**src/rtl/core/mpab_pkg.sv**
```systemverilog
// ----------------------------------------------------------------------------
// mpab_pkg
// Shared types and constants of the multi-pattern automaton builder.
// ----------------------------------------------------------------------------
package mpab_pkg;

	localparam int MAX_NODES     = 128;
	localparam int ALPHABET_SIZE = 7;
	localparam int ID_W          = $clog2(MAX_NODES);
	localparam int CNT_W         = ID_W + 1;
	localparam int SYM_W         = 3;
	localparam int SYM_IDX_W     = $clog2(ALPHABET_SIZE);
	localparam int ROW_W         = ID_W * ALPHABET_SIZE;

	typedef enum logic [1:0] {
		OP_INSERT = 2'd0,
		OP_BUILD  = 2'd1,
		OP_QUERY  = 2'd2,
		OP_CLEAR  = 2'd3
	} op_t;

	typedef struct packed {
		op_t             op;
		logic [SYM_W-1:0] symbol;
		logic            sym_ok;
		logic            pattern_end;
		logic [ID_W-1:0] from_node;
	} cmd_t;

	typedef struct packed {
		logic pop;
		logic init_busy;
	} back_ctl_t;

	typedef enum logic [3:0] {
		ST_INIT,
		ST_IDLE,
		ST_INS_RD,
		ST_INS_EVAL,
		ST_INS_TERM,
		ST_QRY_RD,
		ST_QRY_ROW,
		ST_QRY_TERM,
		ST_BLD_START,
		ST_BLD_POP,
		ST_BLD_NODE,
		ST_BLD_LNK,
		ST_BLD_LROW,
		ST_BLD_SYM,
		ST_RESP
	} state_t;

endpackage

```
**src/rtl/core/mpab_front.sv**
```systemverilog
// ----------------------------------------------------------------------------
// mpab_front
// Accepts command transactions, checks the symbol range and queues them.
// ----------------------------------------------------------------------------
module mpab_front (
	input  logic                    clk,
	input  logic                    arst_n,
	input  logic                    s_axis_tvalid,
	output logic                    s_axis_tready,
	input  logic [15:0]             s_axis_tdata,
	input  logic [1:0]              s_axis_tuser,
	input  logic                    s_axis_tlast,
	input  mpab_pkg::back_ctl_t     ctl,
	output logic                    cmd_valid,
	output mpab_pkg::cmd_t          cmd
);

	mpab_pkg::cmd_t fifo_q [2];
	logic           wr_ptr_q;
	logic           rd_ptr_q;
	logic [1:0]     count_q;
	logic           push;
	logic           pop;
	mpab_pkg::cmd_t in_cmd;

	always_comb begin
		in_cmd.op          = mpab_pkg::op_t'(s_axis_tuser);
		in_cmd.symbol      = s_axis_tdata[mpab_pkg::SYM_W-1:0];
		in_cmd.sym_ok      = (32'(s_axis_tdata[mpab_pkg::SYM_W-1:0]) < mpab_pkg::ALPHABET_SIZE);
		in_cmd.pattern_end = s_axis_tlast;
		in_cmd.from_node   = s_axis_tdata[mpab_pkg::SYM_W +: mpab_pkg::ID_W];
	end

	assign s_axis_tready = (count_q != 2'd2) && !ctl.init_busy;
	assign push          = s_axis_tvalid && s_axis_tready;
	assign cmd_valid     = (count_q != 2'd0);
	assign pop           = ctl.pop && cmd_valid;
	assign cmd           = fifo_q[rd_ptr_q];

	always_ff @(posedge clk) begin
		if (push) begin
			fifo_q[wr_ptr_q] <= in_cmd;
		end
	end

	always_ff @(posedge clk or negedge arst_n) begin
		if (!arst_n) begin
			wr_ptr_q <= 1'b0;
			rd_ptr_q <= 1'b0;
			count_q  <= 2'd0;
		end else begin
			if (push) begin
				wr_ptr_q <= !wr_ptr_q;
			end
			if (pop) begin
				rd_ptr_q <= !rd_ptr_q;
			end
			count_q <= count_q + 2'(push) - 2'(pop);
		end
	end

endmodule

```
**config.mk**
```make
export PLATFORM = sky130hd
export DESIGN_NAME = mpab_front
export DESIGN_NICKNAME = d
export VERILOG_FILES = /design/src/rtl/core/mpab_pkg.sv /design/src/rtl/core/mpab_front.sv
export SDC_FILE = /design/constraint.sdc
export NUM_CORES = 1
export LEC_CHECK = 0
export BUFFER_PORTS_ARGS = -buffer_cell sky130_fd_sc_hd__buf_2
export CAP_MARGIN = 25
export CORE_ASPECT_RATIO = 1.25
export CORE_MARGIN = 3
export CORE_UTILIZATION = 40
export DETAILED_ROUTE_END_ITERATION = 7
export GPL_ROUTABILITY_DRIVEN = 0
export PLACE_DENSITY = 0.64
export SLEW_MARGIN = 20
export SYNTH_ARGS = -nofsm -noshare
export SYNTH_HDL_FRONTEND = slang
export SYNTH_SLANG_ARGS = --single-unit
```
**constraint.sdc**
```tcl
create_clock -name clk -period 2.45 [get_ports clk]
set_input_delay 0.49 -clock clk [delete_from_list [all_inputs] [get_ports clk]]
set_output_delay 0.49 -clock clk [all_outputs]
set_load 0.05 [all_outputs]
```
# Word-level counts from Yosys, hierarchy flattened
# Memories as Yosys holds them, arrays and structs flattened.
# Cells that the tools add are included.
[classes]
div_mod_pow = 0
n_bitwise = 0
mux = 2
n_reduce_logical = 7
eq_ne = 1
n_lt_le_gt_ge = 1
add_sub_neg = 2
shifts = 0
n_mul = 0
[ops]
columns = ["op", "n"]
rows = [
  ["$logic_and 1x1->1", 3],
  ["$logic_not 1->1", 3],
  ["$lt 3x3->1 const B", 1],
  ["$add 2x1->2", 1],
  ["$mux 1", 2],
  ["$ne 2x2->1 const B", 1],
  ["$reduce_bool 2->1", 1],
  ["$sub 2x1->2", 1],
]
[word_totals]
romBits = 0
ff_bits = 4
mem_count = 1
elab_cells = 17
ramBits = 28
latch_bits = 0
out_inout_bits = 16
[mem_list]
columns = ["name", "words", "word_bits", "read_ports", "rd_clocked_by_memory_dff", "write_ports", "line_no", "text"]
rows = [
  ["fifo_q", 2, 14, 1, 0, 1, "mpab_front.sv:18", "mpab_pkg::cmd_t fifo_q [2];"],
]

# Longest topological paths before layout
# Gate-level depths: netlist of the first run.
[depth]
ltp_word = 5
depth_mapped = 7
ltp_nobuf = 7

# Least setup slack after synthesis of the first run
# No wires, ideal clock.
[synth_path]
kind = "register -> register"
start = "register count_q[1]"
end = "register count_q[1]"
n_path_buf = 0
setup_ns = 0.123
required_time_ns = 2.327
arrival_time_ns = 1.781
setup_slack_ns = 0.546
stages_incl_launch_ff = 8
path_cell_list = "dfrtp_1 > or2_1 > and2_4 > ha_1 > inv_1 > ha_1 > xnor2_1 > xnor2_1"
[synth_between]
elab_cells_between_ends = 7
[synth_rtl]
columns = ["element", "line_no", "text"]
rows = [
  ["start, declared", "mpab_front.sv:21", "logic [1:0] count_q;"],
  ["start signal, assigned", "mpab_front.sv:58", "count_q <= count_q + 2'(push) - 2'(pop);"],
  ["$reduce_bool 2->1", "mpab_front.sv:36", "assign cmd_valid = (count_q != 2'd0);"],
  ["named net cmd_valid", "mpab_front.sv:14", "output logic cmd_valid,"],
  ["$logic_and 1x1->1", "mpab_front.sv:37", "assign pop = ctl.pop && cmd_valid;"],
  ["named net pop", "mpab_front.sv:23", "logic pop;"],
  ["$sub 2x1->2", "mpab_front.sv:58", ""],
]
# The timed path passes the listed nets, and every way through them passes these cells.
# A chain may end at the register's enable or synchronous reset.

==> impl_metrics.py, run 1 <==
metrics = {
    "outcome": {
        "status": "finished clean",
    },
    "placed_design": {
        "place_area_mm2": 0.001453,
        "place_hpwl_um": 1374,
        "place_inst": 134,
        "port_buffers": 33,
    },
    "floorplan": {
        "dieArea_mm2": 0.003784,
        "die_w_um": 55.62,
        "rows": 21,
        "num_io_pins": 40,
        "start_util_pct": 43.79,
        "core_area_mm2": 0.002811,
        "die_h_um": 68.03,
    },
    "routing": {
        "ant_nets": 0,
        "drc": 0,
        "wl_per_cell_um": 13.27,
        "viasPerCell": 4.734,
        "num_vias": 677,
        "drtPass1Iterations": 4,
        "first_iter_violations": 19,
        "totalWireLength_um": 1897,
    },
    "global_routing": {
        "grt_usage_pct": 11.24,
        "overflow": 0,
        "grt_max_degree": 16,
        "grt_pass1_vias": 638,
        "grt_pass1_wl_um": 3015,
        "antenna_found_initial": 0,
    },
    "clock_network": {
        "cts_resized": 0,
        "clk_latency_ns": 0.32,
        "clk_path_buf_depth": 2,
        "post_cts_buffers": 0,
        "cts_root_buf": "clkbuf_4",
        "clkSlewWorstSetupHoldPaths_ns": 0.09,
        "htreeDepth": 2,
        "cts_sinks": 32,
        "cts-buffers-inserted": 5,
        "cts_tree": "yes",
    },
    "min_path": {
        "holdPathStages": 1,
        "hold_end": "fifo_q[1][4]",
        "min_path_type": "input pin to flop",
        "worstHoldStart": "s_axis_tdata[7]",
    },
    "sta": {
        "max_freq_mhz": 458.7,
        "fin_crit_sh_pct": 88.98,
        "rsz0062_at_grt": "no",
        "tns_ns": 0,
        "max_slew.worst_pin.slew_ns": 0.6344,
        "finalMaxSlewViolations": 0,
        "finalHoldViolations": 0,
        "max-slew-margin-rel_pct": 57.71,
        "period_needed_ns": 2.180,
        "setup_viol": 0,
        "skew_ns": 0.006542,
    },
    "synthesis": {
        "syn_area_per_cell_um2": 18.94,
        "syn_area_mm2": 0.001231,
        "synth_cell_types": 15,
        "ys_warn_count": 0,
        "synth_seq_cells": 32,
        "synth-seq-area-share_pct": 76.42,
        "syn_inst": 65,
        "synth_fp_nets": 91,
    },
    "setup_path": {
        "worstRegToRegCells": 7,
        "r2r_end": "count_q[1]",
        "cp_max_fo": 15,
        "worstReg2RegStart": "count_q[1]",
        "startpoint_type": "flop",
        "cp.arrival_ns": 1.69,
        "ff2ff_setup_slack_ns": 0.76,
        "end_kind": "output pin",
        "critPathRequiredTime_ns": 1.96,
        "critPathKind": "flop to output pin",
    },
    "finish": {
        "finalNonFillerCells": 143,
        "drive_above_1_share_pct": 53.21,
        "nets": 134,
        "syn2layout_area_growth_pct": 22.87,
        "design_area_mm2": 0.001513,
        "fin_util_pct": 53.81,
        "antennaDiodeCount": 0,
    },
    "job": {
        "maxCapViolCount": 0,
    },
    "power_and_ir_drop": {
        "peakVddDrop_mv": 0.8474,
        "leakagePower_uw": 0.0006041,
        "power_uw": 1771,
        "power_density_mw_per_mm2": 1171,
    },
}
[stage by stage]
step / setup slack [ns] / hold WS, ns
final: 0.2700 / 0.3533
after floorplan: 0.5463 / 0.1944
after detailed placement: 0.5762 / 0.3065
after global routing: 0.1219 / 0.3247
after global placement: 0.5738 / 0.3009
after CTS: 0.2093 / 0.3403
[cells in the mapped netlist]
library cell / n / area share, %
nand3_1: 1 / 0.41
mux2_2: 14 / 13
nor2_1: 2 / 0.61
or2_1: 1 / 0.51
xor2_1: 1 / 0.71
ha_1: 2 / 2.0
inv_1: 4 / 1.2
buf_6: 1 / 0.91
and2_4: 1 / 0.71
dfrtp_1: 4 / 8.1
edfxtp_1: 28 / 68
a21oi_1: 1 / 0.41
buf_2: 1 / 0.41
a211o_1: 1 / 0.71
xnor2_1: 3 / 2.1
[critical path, stage by stage (launching register included)]
cell	delay [ns]
dfrtp_1	0.76
mux2_2	0.41
buf_2	0.21
[metal layers]
metal  wire [µm]  GRT usage, %  share of wire, %  up-vias
li1            -             -                 -      323
met1         750         12.41                40      325
met2         974         17.75                51       24
met3         137         5.660               7.2        5
met4          35         6.383               1.8        0
met5           0             0                 0        -
[what timing repair did]
action                                 in CTS  in global routing
setup endpoints to repair                   0                  0
endpoints found under the hold margin       4                  0
hold buffers                                1                  0
[flip-flops by register name, indices dropped and copies added (netlist names)]
name / count
count_q: 2
fifo_q: 28
rd_ptr_q: 1
wr_ptr_q: 1
[worst max-delay path by stage]
stage	slack (ns)	from	cells past startpoint	endpoint
floorplan	0.55	count_q[1]	7	count_q[1]
global placement	0.57	rd_ptr_q	2	cmd[8]
detailed placement	0.58	rd_ptr_q	2	cmd[8]
CTS	0.21	rd_ptr_q	2	cmd[8]
global route	0.12	rd_ptr_q	2	cmd[4]
finish	0.27	rd_ptr_q	2	cmd[8]
[placed cells by master (no fill, tap or decap)]
cell / n
buf_4: 4
ha_1: 2
clkbuf_1: 2
and2_4: 1
mux2_2: 14
clkinv_2: 1
inv_1: 4
a21oi_1: 1
xnor2_1: 3
buf_2: 33
clkbuf_4: 5
a211o_1: 1
dlygate4sd3_1: 1
nor2_1: 2
dfrtp_1: 4
nand3_1: 1
or2_1: 1
xor2_1: 1
edfxtp_1: 28
[where the power goes]
group | total [µW] | switching (µW) | internal (µW) | leakage (µW)
logic | 726 | 483 | 243 | 0.000274
clock network | 271 | 159 | 112 | 0.0000293
registers | 775 | 82.3 | 693 | 0.000301
total | 1770 | 724 | 1050 | 0.000604
[kinds of logic after synthesis]
group                      share of synthesized area (%)
AOI/OAI and AO/OA                                  1.118
xor gates and xnor gates                           2.846
adders and majority gates                          2.032
buffers and inverters                              2.540
DFF                                                76.42
muxes                                              12.80
and+or+nand+nor                                    2.236
[layout make-up]
class | count | area [µm²]
tap | 34 | 42.54
clock buffer | 7 | 45.04
inverter | 4 | 15.01
fill | 249 | 1299
multi-input combinational | 27 | 259.0
clock inverter | 1 | 5.005
sequential | 32 | 940.9
timing repair buffer | 38 | 205.2
Power figures use the tool's default switching activity.
==> inputs of run 2 (changes only) <==
--- a/config.mk
+++ b/config.mk
@@ -10,9 +10,11 @@
 export CORE_ASPECT_RATIO = 1.25
 export CORE_MARGIN = 3
 export CORE_UTILIZATION = 40
+export CTS_CLUSTER_SIZE = 16
 export DETAILED_ROUTE_END_ITERATION = 7
 export GPL_ROUTABILITY_DRIVEN = 0
 export PLACE_DENSITY = 0.64
+export REMOVE_ABC_BUFFERS = 1
 export SLEW_MARGIN = 20
 export SYNTH_ARGS = -nofsm -noshare
 export SYNTH_HDL_FRONTEND = slang
==> run 2 against run 1 <==
Effect of this change:
- global-route usage up 0.83 points
- largest cell class unchanged
- first-iteration DRC count down 58%
- sequential power down 3.1%
==> impl_metrics.py, run 2 (synthesized netlist as in run 1, its figures left out) <==
metrics = {
    "routing": {
        "drc": 0,
        "drtPass1Iterations": 2,
        "viasPerCell": 4.715,
        "first_iter_violations": 8,
        "ant_nets": 0,
        "num_vias": 679,
        "wl_per_cell_um": 13.86,
        "totalWireLength_um": 1996,
    },
    "placed_design": {
        "dp_slack_ns": 0.6007,
        "place_area_mm2": 0.001460,
        "port_buffers": 33,
        "place_hpwl_um": 1502,
    },
    "sta": {
        "max_freq_mhz": 466.3,
        "max-slew-margin-rel_pct": 79.45,
        "finalMaxSlewViolations": 0,
        "rsz0062_at_grt": "no",
        "skew_ns": 0.006077,
        "setup_ws_ns": 0.3053,
        "period_needed_ns": 2.145,
        "holdWs_ns": 0.3541,
        "setup_viol": 0,
        "finalHoldViolations": 0,
        "tns_ns": 0,
        "fin_crit_sh_pct": 87.54,
        "max_slew.worst_pin.slew_ns": 0.3082,
    },
    "setup_path": {
        "cp_max_fo": 8,
        "cp_cell_sequence": "buf_4 -> mux2_2 -> buf_2",
        "cp.arrival_ns": 1.65,
        "critPathKind": "flop to output pin",
        "cpPeakStageDelay_ns": 0.53,
        "path_delay_family": "flip-flops",
        "startpoint_type": "flop",
        "critPathBufInv": 2,
        "critPathRequiredTime_ns": 1.96,
        "end_kind": "output pin",
        "cpMaxStageDelayCell": "dfrtp_1",
    },
    "clock_network": {
        "post_cts_buffers": 0,
        "clk_latency_ns": 0.32,
        "cts_sinks": 32,
        "hold_buffers": 1,
        "cts_root_buf": "clkbuf_4",
        "cts_resized": 0,
        "clk_path_buf_depth": 2,
        "cts_tree": "yes",
        "clkSlewWorstSetupHoldPaths_ns": 0.09,
        "cts-buffers-inserted": 5,
        "htreeDepth": 2,
    },
    "floorplan": {
        "dieArea_mm2": 0.003784,
        "core_area_mm2": 0.002811,
        "die_h_um": 68.03,
        "num_io_pins": 40,
        "rows": 21,
        "die_w_um": 55.62,
        "start_util_pct": 43.79,
    },
    "finish": {
        "largest_reg_flops": 28,
        "layout_commonest_cell": "buf_2",
        "antennaDiodeCount": 0,
        "layout_common_cells": "33 x buf_2, 28 x edfxtp_1, 14 x mux2_2",
        "drive_above_1_share_pct": 53.64,
        "fillers": 236,
        "syn2layout_area_growth_pct": 23.48,
        "design_area_mm2": 0.001520,
        "nets": 135,
        "reg_top3": "fifo_q x28, count_q x2",
        "regMostFlops": "fifo_q",
    },
    "power_and_ir_drop": {
        "leakagePower_uw": 0.0006089,
        "power_density_mw_per_mm2": 1175,
        "power_uw": 1786,
        "peakVddDrop_mv": 0.5967,
    },
    "global_routing": {
        "antenna_found_initial": 0,
        "grt_max_degree": 11,
        "overflow": 0,
        "grt_usage_pct": 12.07,
        "grt_pass1_wl_um": 3243,
        "grt_pass1_vias": 730,
    },
    "job": {
        "maxCapViolCount": 0,
    },
    "min_path": {
        "min_path_type": "input pin to flop",
    },
    "outcome": {
        "status": "finished clean",
    },
}
==> run 2: changes by cell type in the layout (fill, tap and decap cells not counted) <==
cell | previous run | this run
buf_4 | 4 | 5
==> run 2: final cells by class <==
cell class / instances / area, µm² / area share (%)
clock inverters: 1 / 5.005 / 0.3292
clock buffers: 7 / 45.04 / 2.963
flip-flops and latches: 32 / 940.9 / 61.89
inverters: 4 / 15.01 / 0.9877
multi-input cells: 27 / 259.0 / 17.04
well taps: 34 / 42.54 / 2.798
repair buffers: 39 / 212.7 / 13.99
==> run 2: worst register-to-register path: stages (launching register included) <==
cell and delay, ns:
dfrtp_1 0.42, or2_1 0.26, and2_4 0.17, ha_1 0.27, inv_1 0.04, ha_1 0.18, xnor2_1 0.16, xnor2_1 0.13
==> run 2: path summary, 6_finish.rpt <==
| kind | depth (start not counted) | slack (ns) | end | startpoint |
|---|---|---|---|---|
| setup reg to reg | 7 | 0.74 | count_q[1] | count_q[1] |
| setup / recovery | 3 | 0.31 | cmd[1] | rd_ptr_q |
| hold / removal | 1 | 0.35 | fifo_q[1][13] | s_axis_tuser[1] |
| max in group asynchronous | 2 | 1.81 | wr_ptr_q | arst_n |
| min in group asynchronous | 2 | 0.51 | rd_ptr_q | arst_n |
| hold reg to reg | 1 | 0.51 | wr_ptr_q | wr_ptr_q |
==> run 2: report_power, final <==
group | internal [µW] | switching (µW) | leakage, µW | total, µW
clock network | 112 | 157 | 0.0000293 | 269
registers | 694 | 57.9 | 0.000301 | 751
logic | 254 | 512 | 0.000279 | 766
==> run 2: per-stage QoR <==
| stage | std cells | util, % |
|---|---|---|
| final | 144 | 54.07 |
| after global routing | 144 | 54.07 |
| after CTS | 144 | 54.07 |
| after detailed placement | 135 | 51.94 |
| after global placement | 135 | 51.94 |
| after floorplan | 63 | - |
==> run 2: metal layers <==
layer | track usage [%] | vias to the layer above | wire length (µm)
met2 | 21.60 | 24 | 1094
met3 | 5.660 | 5 | 147
met4 | 5.471 | 0 | 30
met1 | 12.04 | 321 | 724
met5 | 0 | - | 0
li1 | - | 329 | -
==> inputs of run 3 (changes only) <==
--- a/config.mk
+++ b/config.mk
@@ -10,6 +10,7 @@
 export CORE_ASPECT_RATIO = 1.25
 export CORE_MARGIN = 3
 export CORE_UTILIZATION = 40
+export CTS_BUF_LIST = sky130_fd_sc_hd__clkbuf_2
 export CTS_CLUSTER_SIZE = 16
 export DETAILED_ROUTE_END_ITERATION = 7
 export GPL_ROUTABILITY_DRIVEN = 0
==> run 3 against run 2 <==
Effect of this change:
- core utilization down 0.36 points
- clock skew up 0.0039 ns
- largest power group unchanged
- hold slack lost 0.036 ns
- maximum frequency down 2.0%
- clock power shrank 12%
- total power is 1.8% lower
- non-clock buffer count stayed put
- critical endpoint unchanged
- highest routed layer unchanged
- flip-flop and latch count unchanged
==> impl_metrics.py, run 3 (synthesized netlist as in run 1, its figures left out) <==
metrics = {
    "outcome": {
        "status": "finished clean",
    },
    "sta": {
        "tns_ns": 0,
        "skew_ns": 0.009940,
        "rsz0062_at_grt": "no",
        "fin_crit_sh_pct": 89.36,
        "finalHoldViolations": 0,
        "max_freq_mhz": 456.7,
        "setup_viol": 0,
        "period_needed_ns": 2.189,
        "max-slew-margin-rel_pct": 79.77,
        "max_slew.worst_pin.slew_ns": 0.3034,
        "finalMaxSlewViolations": 0,
        "holdWs_ns": 0.3183,
    },
    "finish": {
        "layout_common_cells": "33 x buf_2, 28 x edfxtp_1, 14 x mux2_2",
        "regMostFlops": "fifo_q",
        "reg_top3": "fifo_q x28, count_q x2",
        "fillers": 238,
        "seq_area_um2": 940.9,
        "drive_above_1_share_pct": 55.45,
        "nets": 135,
        "syn2layout_area_growth_pct": 22.66,
        "layout_commonest_cell": "buf_2",
        "largest_reg_flops": 28,
        "antennaDiodeCount": 0,
        "multi_input_area_um2": 259.0,
    },
    "setup_path": {
        "r2r_end": "count_q[1]",
        "worstRegToRegCells": 7,
        "end_kind": "output pin",
        "ff2ff_setup_slack_ns": 0.73,
        "critPathRequiredTime_ns": 1.96,
        "worstReg2RegStart": "count_q[1]",
        "critPathKind": "flop to output pin",
        "cp_cell_sequence": "buf_4 -> mux2_2 -> buf_2",
        "cp_max_fo": 8,
        "cp.arrival_ns": 1.70,
        "startpoint_type": "flop",
        "cpPeakStageDelay_ns": 0.55,
        "crit_start": "rd_ptr_q",
        "critPathCapture": "cmd[1]",
        "cpMaxStageDelayCell": "dfrtp_1",
    },
    "routing": {
        "ant_nets": 0,
        "drtPass1Iterations": 4,
        "wl_per_cell_um": 13.97,
        "first_iter_violations": 11,
        "num_vias": 680,
        "totalWireLength_um": 2012,
        "drc": 0,
        "viasPerCell": 4.722,
    },
    "floorplan": {
        "num_io_pins": 40,
        "rows": 21,
        "start_util_pct": 43.79,
        "core_area_mm2": 0.002811,
        "dieArea_mm2": 0.003784,
        "die_w_um": 55.62,
        "die_h_um": 68.03,
    },
    "job": {
        "maxCapViolCount": 0,
    },
    "placed_design": {
        "place_hpwl_um": 1502,
        "port_buffers": 33,
    },
    "clock_network": {
        "htreeDepth": 2,
        "clk_latency_ns": 0.35,
        "clkSlewWorstSetupHoldPaths_ns": 0.14,
        "clk_path_buf_depth": 2,
        "cts_sinks": 32,
        "cts_root_buf": "clkbuf_2",
        "cts-buffers-inserted": 5,
        "cts_tree": "yes",
    },
    "global_routing": {
        "grt_pass1_wl_um": 3243,
        "grt_max_degree": 11,
        "antenna_found_initial": 0,
        "overflow": 0,
        "grt_usage_pct": 12.07,
        "grt_pass1_vias": 729,
    },
    "power_and_ir_drop": {
        "power_density_mw_per_mm2": 1161,
        "leakagePower_uw": 0.0006126,
        "peakVddDrop_mv": 0.5992,
    },
    "min_path": {
        "min_path_type": "input pin to flop",
    },
}
run 3: cell count changes in the layout (fill, tap and decap cells not counted):
cell,previous run,this run
clkbuf_2,0,7
clkbuf_1,2,0
clkbuf_4,5,0
run 3: metrics by stage:
step                cell area (µm²)  util, %  worst slack [ns]  std cells  total power [µW]
floorplan                      1215        -            0.5463         63              1350
global placement               1460    51.94            0.6264        135              1525
detailed placement             1460    51.94            0.6007        135              1540
CTS                            1510    53.72            0.2015        144              1779
global route                   1510    53.72            0.1030        144              1862
finish                         1510    53.72            0.2606        144              1754
run 3: layout make-up:
| type | count | share of cell area [%] |
|---|---|---|
| Inverter | 4 | 0.9942 |
| Clock buffer | 7 | 2.320 |
| Timing Repair Buffer | 39 | 14.08 |
| Sequential cell | 32 | 62.30 |
| Clock inverter | 1 | 0.3314 |
| Multi-Input combinational cell | 27 | 17.15 |
| Tap cell | 34 | 2.817 |
run 3: report_power, final:
part	internal, µW	switching, µW	total (µW)
logic	254	513	767
clock network	77.9	159	236
registers	693	57.6	751
run 3: repair_timing:
| item | in CTS | in global routing |
|---|---|---|
| hold buffers | 1 | 0 |
| hold endpoints to repair | 4 | 0 |
| setup buffers | 0 | 0 |
| resized for setup | 0 | 0 |
run 3: worst min-delay path by stage:
| stage | startpoint | cells past startpoint | end |
|---|---|---|---|
| 2_1_floorplan | arst_n | 0 | count_q[0] |
| 3_3_place_gp | arst_n | 1 | wr_ptr_q |
| 3_5_place_dp | arst_n | 1 | wr_ptr_q |
| 4_1_cts | s_axis_tuser[1] | 1 | fifo_q[1][13] |
| 5_1_grt | s_axis_tdata[4] | 1 | fifo_q[1][1] |
| 6_report | s_axis_tdata[4] | 1 | fifo_q[0][1] |
run 3: layer usage:
metal	vias to the layer above	part of all wire, %	wire length (µm)	track usage (%)
li1	329	-	-	-
met1	322	37	752	12.04
met2	24	54	1077	21.60
met3	5	7.5	150	5.660
met4	0	1.6	32	5.471
met5	-	0	0	0
run 3: critical path: cells and delay by family (launching register included):
family                 cells  cell delay (ns)
muxes                      1             0.35
buffers and inverters      2             0.46
DFF                        1             0.55
